`config.mk`:
```
export PLATFORM = sky130hd
export DESIGN_NAME = xor_delta_rle_encoder
export DESIGN_NICKNAME = d
export VERILOG_FILES = /design/src/rtl/core/xdre_pkg.sv /design/src/rtl/core/xdre_front.sv /design/src/rtl/core/xdre_queue.sv /design/src/rtl/core/xdre_back.sv /design/src/rtl/core/xor_delta_rle_encoder.sv
export VERILOG_INCLUDE_DIRS = /design/src /design/src/rtl/core
export SDC_FILE = /design/constraint.sdc
export NUM_CORES = 1
export LEC_CHECK = 0
export ABC_AREA = 1
export BUFFER_PORTS_ARGS = -buffer_cell sky130_fd_sc_hd__buf_2
export CAP_MARGIN = 0
export CORE_MARGIN = 5
export CORE_UTILIZATION = 53
export CTS_BUF_LIST = sky130_fd_sc_hd__clkbuf_4 sky130_fd_sc_hd__clkbuf_8
export DETAILED_ROUTE_END_ITERATION = 10
export GPL_TIMING_DRIVEN = 0
export PLACE_DENSITY = 0.83
export RECOVER_POWER = 100
export SYNTH_ARGS = -nofsm -noshare
export SYNTH_HDL_FRONTEND = slang
export SYNTH_HIERARCHICAL = 1
export SYNTH_SLANG_ARGS = --single-unit
```
`constraint.sdc`:
```
create_clock -name clock -period 4.5 [get_ports clock]
set_input_delay 0.9 -clock clock [delete_from_list [all_inputs] [get_ports clock]]
set_output_delay 0.9 -clock clock [all_outputs]
set_load 0.01 [all_outputs]
```
`src/rtl/core/assert_macros.svh`:
```
// Assertion helpers, used by xdre_queue.
`ifndef ASSERT_MACROS_SVH
`define ASSERT_MACROS_SVH

`ifndef SYNTH
`define ASSERT_AT(label, clk, rst, prop, msg) \
   label: assert property (@(posedge clk) disable iff (rst) prop) else $error(msg);
`define ASSERT_NEVER(label, clk, rst, cond, msg) \
   label: assert property (@(posedge clk) disable iff (rst) !(cond)) else $error(msg);
`else
`define ASSERT_AT(label, clk, rst, prop, msg)
`define ASSERT_NEVER(label, clk, rst, cond, msg)
`endif

`endif

```
`src/rtl/core/xdre_pkg.sv`:
```
`timescale 1ns / 1ps
package xdre_pkg;

   localparam int QUEUE_DEPTH = 4;
   localparam int QUEUE_AW    = $clog2(QUEUE_DEPTH);
   localparam int QUEUE_CW    = $clog2(QUEUE_DEPTH + 1);

   typedef struct packed {
      logic [7:0] run_length;
      logic [7:0] run_value;
      logic       end_of_record;
      logic       any_changed;
   } pair_type;

   // Up to two pairs per byte; when only one, it sits in pair0.
   typedef struct packed {
      logic [1:0] count;
      pair_type   pair0;
      pair_type   pair1;
   } push_type;

endpackage

```
`src/rtl/core/xdre_front.sv`:
```
`timescale 1ns / 1ps
module xdre_front #(
   parameter int MAX_RUN = 255
) (
   input  logic               clock,
   input  logic               reset,
   input  logic               req_valid,
   output logic               req_stall,
   input  logic [7:0]         req_old_byte,
   input  logic [7:0]         req_new_byte,
   input  logic               req_final_byte,
   input  logic               queue_room,
   output xdre_pkg::push_type push
);
   import xdre_pkg::*;

   logic [7:0] run_byte_ff, run_byte_in;
   logic [7:0] run_count_ff, run_count_in;
   logic       seen_change_ff, seen_change_in;
   logic       record_start_ff, record_start_in;

   logic       accept;
   logic [7:0] diff;
   logic       close_run;
   logic [7:0] nxt_byte;
   logic [7:0] nxt_count;
   logic       nxt_seen;
   pair_type   close_pair;
   pair_type   last_pair;

   assign req_stall = !queue_room;
   assign accept    = req_valid && queue_room;
   assign diff      = req_old_byte ^ req_new_byte;

   always_comb begin
      close_run = 1'b0;
      nxt_seen  = seen_change_ff;
      if (record_start_ff) begin
         nxt_byte  = diff;
         nxt_count = 8'd1;
         nxt_seen  = 1'b0;
      end else if (diff == run_byte_ff && run_count_ff < 8'(MAX_RUN)) begin
         nxt_byte  = run_byte_ff;
         nxt_count = run_count_ff + 8'd1;
      end else begin
         close_run = 1'b1;
         nxt_byte  = diff;
         nxt_count = 8'd1;
      end
      nxt_seen = nxt_seen || (diff != 8'd0);

      close_pair = '{run_length: run_count_ff, run_value: run_byte_ff,
                     end_of_record: 1'b0, any_changed: 1'b0};
      last_pair  = '{run_length: nxt_count, run_value: nxt_byte,
                     end_of_record: 1'b1, any_changed: nxt_seen};

      push.count = {1'b0, accept & close_run} + {1'b0, accept & req_final_byte};
      push.pair0 = close_run ? close_pair : last_pair;
      push.pair1 = last_pair;

      run_byte_in     = run_byte_ff;
      run_count_in    = run_count_ff;
      seen_change_in  = seen_change_ff;
      record_start_in = record_start_ff;
      if (accept) begin
         if (req_final_byte) begin
            run_byte_in     = 8'd0;
            run_count_in    = 8'd0;
            seen_change_in  = 1'b0;
            record_start_in = 1'b1;
         end else begin
            run_byte_in     = nxt_byte;
            run_count_in    = nxt_count;
            seen_change_in  = nxt_seen;
            record_start_in = 1'b0;
         end
      end
   end

   always_ff @(posedge clock) begin
      if (reset) begin
         run_byte_ff     <= 8'd0;
         run_count_ff    <= 8'd0;
         seen_change_ff  <= 1'b0;
         record_start_ff <= 1'b1;
      end else begin
         run_byte_ff     <= run_byte_in;
         run_count_ff    <= run_count_in;
         seen_change_ff  <= seen_change_in;
         record_start_ff <= record_start_in;
      end
   end

endmodule

```
`src/rtl/core/xdre_queue.sv`:
```
`timescale 1ns / 1ps
`include "assert_macros.svh"
module xdre_queue (
   input  logic               clock,
   input  logic               reset,
   input  xdre_pkg::push_type push,
   output logic               room,
   input  logic               pop,
   output logic               head_valid,
   output xdre_pkg::pair_type head
);
   import xdre_pkg::*;

   pair_type              entry_ff [QUEUE_DEPTH];
   logic [QUEUE_AW-1:0]   wr_ptr_ff, wr_ptr_in;
   logic [QUEUE_AW-1:0]   rd_ptr_ff, rd_ptr_in;
   logic [QUEUE_CW-1:0]   count_ff, count_in;
   logic [QUEUE_AW-1:0]   wr_next;

   // room for a two-pair transfer, judged on the registered fill only
   assign room       = count_ff <= QUEUE_CW'(QUEUE_DEPTH - 2);
   assign head_valid = count_ff != '0;
   assign head       = entry_ff[rd_ptr_ff];
   assign wr_next    = wr_ptr_ff + QUEUE_AW'(1);

   always_comb begin
      wr_ptr_in = wr_ptr_ff + QUEUE_AW'(push.count);
      rd_ptr_in = rd_ptr_ff + QUEUE_AW'(pop);
      count_in  = count_ff + QUEUE_CW'(push.count) - QUEUE_CW'(pop);
   end

   always_ff @(posedge clock) begin
      if (reset) begin
         wr_ptr_ff <= '0;
         rd_ptr_ff <= '0;
         count_ff  <= '0;
      end else begin
         wr_ptr_ff <= wr_ptr_in;
         rd_ptr_ff <= rd_ptr_in;
         count_ff  <= count_in;
      end
   end

   always_ff @(posedge clock) begin
      if (push.count != 2'd0) entry_ff[wr_ptr_ff] <= push.pair0;
      if (push.count == 2'd2) entry_ff[wr_next]   <= push.pair1;
   end

   `ASSERT_NEVER(a_no_overflow, clock, reset, count_ff > QUEUE_CW'(QUEUE_DEPTH), "queue overfull")
   `ASSERT_NEVER(a_no_underflow, clock, reset, pop && !head_valid, "pop from empty queue")
   `ASSERT_NEVER(a_push_fits, clock, reset, push.count != 2'd0 && !room, "push without room")
   `ASSERT_AT(a_fill_tracks, clock, reset, (push.count == 2'd0 && !pop) |=> $stable(count_ff), "fill moved while idle")

endmodule

```
`src/rtl/core/xdre_back.sv`:
```
`timescale 1ns / 1ps
module xdre_back (
   input  logic               clock,
   input  logic               reset,
   input  logic               head_valid,
   input  xdre_pkg::pair_type head,
   output logic               pop,
   output logic               rsp_valid,
   input  logic               rsp_stall,
   output logic [7:0]         rsp_run_length,
   output logic [7:0]         rsp_run_value,
   output logic               rsp_end_of_record,
   output logic               rsp_any_changed
);
   import xdre_pkg::*;

   logic     valid_ff, valid_in;
   pair_type pair_ff;
   logic     load;

   assign load     = !valid_ff || !rsp_stall;
   assign pop      = load && head_valid;
   assign valid_in = load ? head_valid : valid_ff;

   always_ff @(posedge clock) begin
      if (reset) valid_ff <= 1'b0;
      else       valid_ff <= valid_in;
   end

   always_ff @(posedge clock) begin
      if (pop) pair_ff <= head;
   end

   assign rsp_valid         = valid_ff;
   assign rsp_run_length    = pair_ff.run_length;
   assign rsp_run_value     = pair_ff.run_value;
   assign rsp_end_of_record = pair_ff.end_of_record;
   assign rsp_any_changed   = pair_ff.any_changed;

endmodule

```
`src/rtl/core/xor_delta_rle_encoder.sv`:
```
`timescale 1ns / 1ps
// A closed pair is written into the pair queue, then loaded into the output register.
// Throughput: one byte pair per cycle while req_stall is low; pairs leave one per cycle
//   while rsp_stall is low, so a final byte that also closes a run sends out two pairs.
// req_stall follows the registered fill of the four-entry pair queue.
// Reset (synchronous): queue empty, output empty, a new record expected.
module xor_delta_rle_encoder #(
   parameter int MAX_RUN = 255
) (
   input  logic       clock,
   input  logic       reset,
   input  logic       req_valid,
   output logic       req_stall,
   input  logic [7:0] req_old_byte,
   input  logic [7:0] req_new_byte,
   input  logic       req_final_byte,
   output logic       rsp_valid,
   input  logic       rsp_stall,
   output logic [7:0] rsp_run_length,
   output logic [7:0] rsp_run_value,
   output logic       rsp_end_of_record,
   output logic       rsp_any_changed
);
   import xdre_pkg::*;

   push_type push;
   logic     room;
   logic     pop;
   logic     head_valid;
   pair_type head;

   xdre_front #(.MAX_RUN(MAX_RUN)) u_front (
      .clock          (clock),
      .reset          (reset),
      .req_valid      (req_valid),
      .req_stall      (req_stall),
      .req_old_byte   (req_old_byte),
      .req_new_byte   (req_new_byte),
      .req_final_byte (req_final_byte),
      .queue_room     (room),
      .push           (push)
   );

   xdre_queue u_queue (
      .clock      (clock),
      .reset      (reset),
      .push       (push),
      .room       (room),
      .pop        (pop),
      .head_valid (head_valid),
      .head       (head)
   );

   xdre_back u_back (
      .clock             (clock),
      .reset             (reset),
      .head_valid        (head_valid),
      .head              (head),
      .pop               (pop),
      .rsp_valid         (rsp_valid),
      .rsp_stall         (rsp_stall),
      .rsp_run_length    (rsp_run_length),
      .rsp_run_value     (rsp_run_value),
      .rsp_end_of_record (rsp_end_of_record),
      .rsp_any_changed   (rsp_any_changed)
   );

endmodule
```
==> results.cfg, run 1 <==
[sta]
finalSetupViolCount = 0
rsz0062_at_grt = false
worst_pin_slew_ns = 1.035
fmax_mhz = 259.1
fin_worst_skew_ns = 0.008604
period_share_pct = 85.76
layout_min_cycle_time_ns = 3.859
hold_violations = 0
slew_violations = 0
relSlewSlack_pct = 30.98

[setup_path]
regToRegSetupSlack_ns = 0.66
worstPathRequired_ns = 4.56
max_stage_delay_ns = 0.38
crit_buf_inv = 4
r2r_start = u_front/run_count_ff[0]
reg2regPathDepth = 14
cp_max_fo = 18
worst_path_most_repeated_cell = nand2_1
crit_type = input port to flip-flop
cpMaxStageDelayCell = ha_1
worstSetupPathDepth = 17
timing.rr.end = u_queue/entry_ff[0][3]
crit_start = req_old_byte[3]
cp-end-kind = flip-flop
path_cells = buf_2 > inv_1 > nand2_1 > nand2_1 > nand2_1 > nand2_1 > nor2_1 > nand3_1 > nor2_8 > nor2_4 > clkinv_4 > nor2_1 > ha_1 > nor2_1 > nand2_1 > clkbuf_1 > o31ai_4
critPathTopFamily = simple AND/OR/NAND/NOR gates
cp-start-kind = input port
worstPathArrival_ns = 3.92
worstSetupEndpoint = u_queue/entry_ff[0][3]

[floorplan]
die_w_um = 121.2
boundaryPins = 41
core_area_sq_um = 12060
die_y_um = 121.2
start_util_pct = 54.36
dieArea_sq_um = 14690
num_rows = 40

[cells_and_area]
final_nets = 833
finalInstanceArea_sq_um = 7137
num_antenna_cells = 0
drive_above_1_share_pct = 14.93
syn_to_final_growth_pct = 8.855
final_cells = 985
n_fill_cell = 1110

[global_route]
overflow = 0
grt_max_degree = 19
antenna_found_initial = 0
grtUsageTotal_pct = 20.53
first_global_vias = 4954
grt_pass1_wl_mm = 23.84

[cts]
root_buffer = clkbuf_8
postCtsHoldBufs = 0
clkTransAtPathRegs_ns = 0.07
clock_sinks = 116
cts_tree = built
insertion_delay_ns = 0.44
cts_resized = 0
cts-buffers-inserted = 17
post-cts-setup-buffers = 0
clockBufferDepth = 2
cts_htree_levels = 4

[power]
vdd_drop_max_uv = 226.6
p_comb_share_pct = 26.8
pwr-share-seq_pct = 42.2
total_leakage_power_nw = 3.112
power_mw = 3.546
power.internal_mw = 2.392
p_sw_mw = 1.154
p_clk_share_pct = 31.0
powerDensity_nw_per_um2 = 496.9
p_sw_share_pct = 32.55

[route]
drt_iter0_drc = 418
vias_per_cell = 5.151
wire_per_inst_um = 14.51
drc_errors = 0
vias = 5074
final_antenna_net_count = 0
drtPass1Iterations = 5
routed_wl_mm = 14.29

[placed_design]
dp_hpwl_mm = 10.63
io_buffers = 40
place_area_sq_um = 7030
place_inst = 953
globalplace.congestion = 0.8670

[min_path]
worstHoldStart = u_front/seen_change_ff
hold_class = flip-flop to flip-flop
whs_path_depth = 2

[synthesis]
async_reset_ff_share_pct = 0
synth_area_sq_um = 6556
yosysSeqAreaShare_pct = 49.16
synth_enable_flop_cells = 90
synthTopCellsByArea = edfxtp_1, nand2_1, dfxtp_1
ys_warn_count = 6
yosys.area.top_type = edfxtp_1
syn_area_per_cell_sq_um = 8.812
syn_nets = 773
synth-seq-cells = 116
synth_cells = 744
synth_top_area_share_pct = 41.22
ys_types = 38
synthFlopType = edfxtp_1

[outcome]
status = finished, final reports clean

[flow_run]
drv_cap = 0
## registers in the layout (all words and copies together), names as in the netlist
name,flops
u_queue/entry_ff,72
u_back/rsp_run_length,8
u_back/rsp_run_value,8
u_front/run_byte_ff,8
u_front/run_count_ff,8
u_queue/count_ff,3
u_queue/rd_ptr_ff,2
u_queue/wr_ptr_ff,2
u_back/rsp_any_changed,1
u_back/rsp_end_of_record,1
u_back/rsp_valid,1
u_front/record_start_ff,1
u_front/seen_change_ff,1
## final cells by class
type	count	area, sq um	share of cell area (%)
plain buffers	33	138.9	1.946
clock buffers	19	249.0	3.489
clock inverters	13	206.4	2.893
inverters	120	460.4	6.452
multi-input cells	475	2472	34.64
flip-flops and latches	116	3223	45.16
well taps	168	210.2	2.945
repair buffers	41	176.4	2.472
## cell families (layout without fill, tap and decap cells)
logic type	Yosys count	count (layout)	synth area share, %
and+or+nand+nor	290	290	20.53
buffers and inverters	153	226	10.50
other	1	1	0.05720
DFF	116	116	49.16
xor gates and xnor gates	8	8	1.069
AOI/OAI and AO/OA	168	168	17.04
adders and majority gates	8	8	1.641
## stage by stage
step	utilization (%)	TNS (ns)	worst slack [ns]	hold slack (ns)
3_5_place_dp	58.29	0	0.3987	0.4724
3_3_place_gp	57.76	-37.71	-0.7721	0.4566
6_report	59.17	0	0.6406	0.4886
4_1_cts	62.06	0	0.8420	0.4837
2_1_floorplan	-	0	0.2680	0.4454
5_1_grt	59.17	0	0.3581	0.5189
## cell usage after synthesis, types with 2 or more instances
| master | number |
|---|---|
| a21oi_1 | 40 |
| buf_2 | 8 |
| buf_4 | 3 |
| buf_6 | 11 |
| clkbuf_1 | 10 |
| dfxtp_1 | 26 |
| edfxtp_1 | 90 |
| ha_1 | 7 |
| inv_1 | 108 |
| inv_2 | 10 |
| nand2_1 | 205 |
| nand2_2 | 24 |
| nand2_4 | 6 |
| nand3_1 | 11 |
| nand3b_1 | 2 |
| nand4_1 | 9 |
| nor2_1 | 18 |
| nor2_2 | 4 |
| nor2_4 | 4 |
| nor2_8 | 3 |
| o211ai_1 | 18 |
| o21ai_0 | 28 |
| o21ai_1 | 19 |
| o21ai_2 | 58 |
| o31ai_1 | 3 |
| xnor2_1 | 3 |
| xor2_1 | 5 |
## cell usage in the layout, fill, tap and decap left out, types with 2 or more instances in the layout
master     instances
nor2_2             3
nand2_4            3
nand2_2           23
xnor2_1            3
dfxtp_1           26
ha_1               7
a21oi_1           40
o21ai_2           14
clkbuf_4           2
edfxtp_1          90
o21ai_1            5
inv_1            109
clkinv_2           2
buf_4              2
o31ai_4            3
nand3_1           12
nand3b_1           2
nor2_8             2
bufinv_16          5
nor2_1            20
clkinv_4           4
inv_2              9
o21ai_0           86
nand4_1            9
o211ai_1          18
clkbuf_8          17
nand2_1          209
xor2_1             5
nor2_4             4
inv_6              2
buf_2             24
clkbuf_1          48
## power by group through the flow
stage | combinational, mW | sequential (mW) | clock (mW)
floorplan | 0.647 | 1.56 | 0
global placement | 0.959 | 1.51 | 0
detailed placement | 1.03 | 1.51 | 0
CTS | 1.04 | 1.49 | 1.11
global route | 1.08 | 1.51 | 1.17
finish | 0.951 | 1.50 | 1.10
## per-layer routing
metal	GRT usage, %	share of wire [%]	up-vias	wire (um)
li1	-	-	2542	-
met1	25.70	44	2346	6234
met2	34.70	49	165	6993
met3	4.848	5.9	21	842
met4	7.423	1.5	0	221
met5	0	0	-	0
## how the worst min path moves through the flow
stage	slack, ns	to
2_1_floorplan	0.45	u_front/seen_change_ff
6_report	0.49	u_front/seen_change_ff
5_1_grt	0.52	u_back/rsp_valid
3_5_place_dp	0.47	u_front/seen_change_ff
4_1_cts	0.48	u_front/seen_change_ff
3_3_place_gp	0.46	u_front/seen_change_ff
## worst min-delay path, cell delays in order (launching register included)
cell and delay, ns:
dfxtp_1 0.32, nand2_1 0.06, a21oi_1 0.06
No activity file was read; power rests on OpenSTA's default activity.
==> inputs of run 2 (changes only) <==
- CAP_MARGIN: 0 -> default
- CORE_ASPECT_RATIO: default -> 0.5
==> run 2 against run 1 <==
- non-clock buffer count is 1 higher
- total power shrank 1.0%
- global-route usage grew 1.3 points
- register-to-register slack worse by 0.02 ns
- largest power group unchanged
- sequential power about the same
- highest routed layer unchanged
- clock skew grew 0.0013 ns
==> results.cfg, run 2 (same netlist as run 1, synthesis figures left out) <==
[cells_and_area]
mostFrequentLayoutCells = nand2_1, inv_1, edfxtp_1
final_cells = 983
drive_above_1_share_pct = 15.89
syn_to_final_growth_pct = 9.046
fin_util_pct = 59.85
final_common_cell = nand2_1
num_antenna_cells = 0
top_register = u_queue/entry_ff
final_nets = 834
largest_register_ffs = 72

[placed_design]
place_inst = 951
place_ws_ns = 0.4265
globalplace.congestion = 0.9133
io_buffers = 40
dp_hpwl_mm = 11.46

[global_route]
antenna_found_initial = 0
grt_pass1_wl_mm = 25.27
overflow = 0
grtUsageTotal_pct = 21.79
first_global_vias = 4832
grt_max_degree = 19

[setup_path]
worst_path_most_repeated_cell = nand2_1
critPathTopFamily = simple AND/OR/NAND/NOR gates
max_stage_delay_ns = 0.47
crit_type = input port to flip-flop
cp-start-kind = input port
crit_buf_inv = 5
cp-end-kind = flip-flop
cpMaxStageDelayCell = ha_1
cp_max_fo = 15
path_cells = clkbuf_1 > clkinv_1 > nand2_2 > nand2_1 > nand2_1 > nand2_1 > nor2_1 > nand3_1 > nor2_8 > nor2_1 > clkinv_4 > nor2_1 > ha_1 > nor2_8 > nand2_1 > clkbuf_1 > o21ai_2 > buf_8
worstPathArrival_ns = 4.09
worstPathRequired_ns = 4.69

[power]
vdd_drop_max_uv = 225.5
total_leakage_power_nw = 3.109
p_comb_share_pct = 28.3
powerDensity_nw_per_um2 = 491.0
p_sw_share_pct = 35.19
p_sw_mw = 1.235
pwr-share-seq_pct = 42.7
p_clk_share_pct = 29.0
power.internal_mw = 2.275

[cts]
cts_htree_levels = 4
clock_sinks = 116
clkTransAtPathRegs_ns = 0.08
clockBufferDepth = 2
cts-buffers-inserted = 17
postCtsHoldBufs = 0
post-cts-setup-buffers = 0
cts_resized = 0
insertion_delay_ns = 0.43
root_buffer = clkbuf_8
cts_tree = built

[route]
drtPass1Iterations = 5
wire_per_inst_um = 16.06
vias = 5294
wl_met3_mm = 1.855
final_antenna_net_count = 0
drc_errors = 0
vias_per_cell = 5.386
routed_wl_mm = 15.79
met2_length_mm = 6.451
wl_met1_mm = 7.280
highest_layer = met4
drt_iter0_drc = 704

[floorplan]
die_y_um = 88.65
die_w_um = 167.3
core_area_sq_um = 11950
num_rows = 28
start_util_pct = 54.88
boundaryPins = 41
dieArea_sq_um = 14830

[sta]
worst_pin_slew_ns = 1.035
fmax_mhz = 256.3
hold_violations = 0
finalSetupViolCount = 0
holdWs_ns = 0.4831
relSlewSlack_pct = 30.97
period_share_pct = 86.71
fin_worst_skew_ns = 0.009902
rsz0062_at_grt = false
setup_ws_ns = 0.5979
layout_min_cycle_time_ns = 3.902
fin_tns_setup_ns = 0
slew_violations = 0

[outcome]
status = finished, final reports clean

[min_path]
hold_class = flip-flop to flip-flop

[flow_run]
drv_cap = 0
-- run 2: changes by cell type in the layout (fill, tap and decap cells not counted), moves of 2 or more --
cell	previous run	this run
inv_6	2	5
clkbuf_1	48	43
clkbuf_4	2	0
buf_6	0	3
o21ai_0	86	83
o21ai_2	14	19
o21ai_1	5	3
bufinv_16	5	3
-- run 2: path summary, 6_finish.rpt --
check	end	depth (start not counted)	startpoint	slack [ns]
setup reg to reg	u_queue/entry_ff[3][9]	15	u_front/run_count_ff[0]	0.64
setup / recovery	u_queue/entry_ff[3][9]	18	req_new_byte[7]	0.60
hold / removal	u_back/rsp_valid	2	u_back/rsp_valid	0.48
hold reg to reg	u_back/rsp_valid	2	u_back/rsp_valid	0.48
-- run 2: through the flow --
stage,instance area (sq um),power (mW)
after floorplan,6556,2.206
after global placement,6963,2.494
after detailed placement,7042,2.573
after CTS,7456,3.584
after global routing,7149,3.710
final,7149,3.511
-- run 2: power by group through the flow --
stage,combinational (mW),sequential [mW],clock (mW)
2_1_floorplan,0.647,1.56,0
5_1_grt,1.12,1.52,1.07
6_report,0.994,1.50,1.02
3_3_place_gp,0.980,1.51,0
4_1_cts,1.07,1.49,1.02
3_5_place_dp,1.06,1.52,0
-- run 2: metal layers --
metal	vias to the layer above	GRT usage, %
met5	-	0
met4	0	5.596
met3	32	6.738
met2	293	31.13
met1	2419	32.32
li1	2550	-
-- run 2: layout make-up --
class                      instances  area (sq um)
buffer                            33         161.4
clock buffer                      17         234.0
clock inverter                    15         180.2
fill                            1019          4797
inverter                         120         460.4
multi-input combinational        475          2491
sequential                       116          3223
tap                              165         206.4
timing repair buffer              42         192.7
-- run 2: tightest hold or removal path, cell delays in order (launching register included) --
cell and delay, ns:
dfxtp_1 0.33, nand2_1 0.06, a21oi_1 0.06
==> inputs of run 3 (changes only) <==
--- a/config.mk
+++ b/config.mk
@@ -20,3 +20,2 @@
 export SYNTH_HDL_FRONTEND = slang
-export SYNTH_HIERARCHICAL = 1
 export SYNTH_SLANG_ARGS = --single-unit
--- a/constraint.sdc
+++ b/constraint.sdc
@@ -3,2 +3,2 @@
 set_output_delay 0.9 -clock clock [all_outputs]
-set_load 0.01 [all_outputs]
+set_load 0.05 [all_outputs]
==> run 3 against run 2 <==
- the flow now finishes with violations (capacitance limit, slew limit)
- design area fell by 8.1%
- global-route usage rose by 1.6 points
- maximum frequency fell by 8.2%
- critical path depth fell by 2
- core utilization rose by 0.38 points
- via count fell by 3.1%
- synthesized cell count fell by 9.0%
- first-iteration DRC count rose by 19%
- setup slack got worse by 0.35 ns
==> results.cfg, run 3 <==
[synthesis]
syn_area_per_cell_sq_um = 8.672
yosysSeqAreaShare_pct = 54.22
synth_top_area_share_pct = 43.99
synth_area_sq_um = 5871
ys_warn_count = 0
yosysMostFrequentCell = nand2_1
syn_nets = 707
synth_enable_flop_cells = 86
synthFlopType = edfxtp_1
synth_cells = 677
synth_commonest_cells = nand2_1, edfxtp_1, nor2_1, inv_1, o21ai_0
async_reset_ff_share_pct = 0
ys_types = 35
synth-seq-cells = 116
yosys.area.top_type = edfxtp_1
synthTopCellsByArea = edfxtp_1, nand2_1, dfxtp_1

[sta]
relSlewSlack_pct = -72.60
period_share_pct = 94.42
rsz0062_at_grt = false
fmax_mhz = 235.3
setup_ws_ns = 0.2510
slew_violations = 22
finalSetupViolCount = 0
layout_min_cycle_time_ns = 4.249
worst_pin_slew_ns = 2.577
fin_worst_skew_ns = 0.01282
hold_violations = 0

[route]
final_antenna_net_count = 0
drt_iter0_drc = 838
vias_per_cell = 5.739
drc_errors = 0
routed_wl_mm = 15.39
vias = 5131
drtPass1Iterations = 5
wire_per_inst_um = 17.22

[cts]
post-cts-setup-buffers = 0
clockBufferDepth = 2
root_buffer = clkbuf_8
clock_sinks = 116
postCtsHoldBufs = 0
cts_resized = 0
cts-buffers-inserted = 17
cts_tree = built
insertion_delay_ns = 0.44
clkTransAtPathRegs_ns = 0.07
cts_htree_levels = 4

[power]
total_leakage_power_nw = 2.687
vdd_drop_max_uv = 212.5
powerDensity_nw_per_um2 = 559.9
power_mw = 3.679

[setup_path]
regToRegSetupSlack_ns = 0.25
max_stage_delay_ns = 0.96
cp_max_fo = 20
crit_buf_inv = 3
cp-end-kind = flip-flop
worstPathRequired_ns = 4.80
worstPathArrival_ns = 4.55
cpMaxStageDelayCell = nor3_1
cp-start-kind = flip-flop
crit_type = flip-flop to flip-flop
worst_path_most_repeated_cell = nor2_1
critPathTopFamily = simple AND/OR/NAND/NOR gates
path_cells = ha_1 > nand2_1 > nor2_1 > nand4_1 > inv_1 > nor2_1 > nand2_1 > nand2_1 > nor2_1 > inv_1 > ha_1 > nor3_1 > inv_2 > nand2_2 > o21ai_1 > nor2_1

[flow_run]
drv_cap = 1

[cells_and_area]
final_common_cell = nand2_1
n_fill_cell = 904
fin_util_pct = 60.22
num_antenna_cells = 0
top_register = u_queue.entry_ff
drive_above_1_share_pct = 11.08
syn_to_final_growth_pct = 11.94
largest_register_ffs = 72
final_nets = 766
mostFrequentLayoutCells = nand2_1, edfxtp_1, nor2_1

[global_route]
grtUsageTotal_pct = 23.36
antenna_found_initial = 0
grt_pass1_wl_mm = 24.68
first_global_vias = 4830
grt_max_degree = 22
overflow = 0

[floorplan]
die_y_um = 84.42
start_util_pct = 53.80
num_rows = 27
boundaryPins = 41
die_w_um = 158.8
core_area_sq_um = 10910
dieArea_sq_um = 13410

[placed_design]
dp_hpwl_mm = 10.37
io_buffers = 40
globalplace.congestion = 0.8865
place_ws_ns = -0.06251

[min_path]
hold_class = flip-flop to flip-flop

[outcome]
violations = capacitance limit, slew limit
status = complete, but fails checks
run 3: cell types whose count changed in the layout (fill, tap and decap cells not counted), sizes merged, moves of 12 or more:
cell | before | now
o21ai | 105 | 54
o22ai | 0 | 50
nor2 | 29 | 77
inv | 122 | 75
nand2 | 235 | 188
a21oi | 41 | 15
o211ai | 18 | 1
nand3 | 12 | 24
run 3: per-stage QoR:
step,hold WS [ns],area (sq um),TNS [ns],cells
final,0.4478,6571,0,894
after floorplan,0.4217,5871,0,677
after global placement,0.4330,6252,0,862
after CTS,0.4511,6645,0,894
after global routing,0.4806,6571,0,894
after detailed placement,0.4413,6267,-0.06251,862
run 3: metal layers:
metal	vias up	GRT usage [%]	share of wire (%)
met5	-	0	0
met4	0	9.602	2.3
met3	48	5.591	13
met2	333	34.63	43
met1	2323	33.15	42
li1	2427	-	-
run 3: area by class of cell:
| class | instances | area, sq um | share of cell area (%) |
|---|---|---|---|
| repair buffers | 40 | 173.9 | 2.647 |
| plain buffers | 23 | 96.34 | 1.466 |
| clock inverters | 9 | 80.08 | 1.219 |
| clock buffers | 23 | 297.8 | 4.532 |
| flip-flops and latches | 116 | 3183 | 48.44 |
| well taps | 145 | 181.4 | 2.761 |
| inverters | 78 | 292.8 | 4.455 |
| multi-input cells | 460 | 2266 | 34.48 |
run 3: worst paths after layout:
check                          startpoint                     end  depth (start not counted)
hold reg to reg       u_queue.count_ff[2]     u_queue.count_ff[2]                          1
setup / recovery  u_front.run_count_ff[0]  u_queue.entry_ff[0][0]                         16
setup reg to reg  u_front.run_count_ff[0]  u_queue.entry_ff[0][0]                         16
hold / removal        u_queue.count_ff[2]     u_queue.count_ff[2]                          1
run 3: where the power goes:
part | total, mW | switching (mW) | internal (mW) | leakage [nW]
sequential | 1.50 | 0.0720 | 1.43 | 1.02
combinational | 1.27 | 1.00 | 0.267 | 1.47
clock | 0.914 | 0.420 | 0.494 | 0.188
total | 3.68 | 1.49 | 2.19 | 2.69
run 3: cell families (layout without fill, tap and decap cells):
logic type,Yosys count,in the layout,share of synthesized area [%]
AOI/OAI and AO/OA,129,129,12.51
xor gates and xnor gates,6,6,1.151
adders and majority gates,9,9,2.046
buffers and inverters,101,173,6.756
DFF,116,116,54.22
and+or+nand+nor,316,316,23.32
run 3: worst register-to-register path, cell delays in order, from the launching register on:
cell and delay, ns:
dfxtp_1 0.42, ha_1 0.21, nand2_1 0.08, nor2_1 0.19, nand4_1 0.15, inv_1 0.08, nor2_1 0.06, nand2_1 0.09
nand2_1 0.16, nor2_1 0.21, inv_1 0.07, ha_1 0.23, nor3_1 0.96, inv_2 0.33, nand2_2 0.55, o21ai_1 0.19
nor2_1 0.13
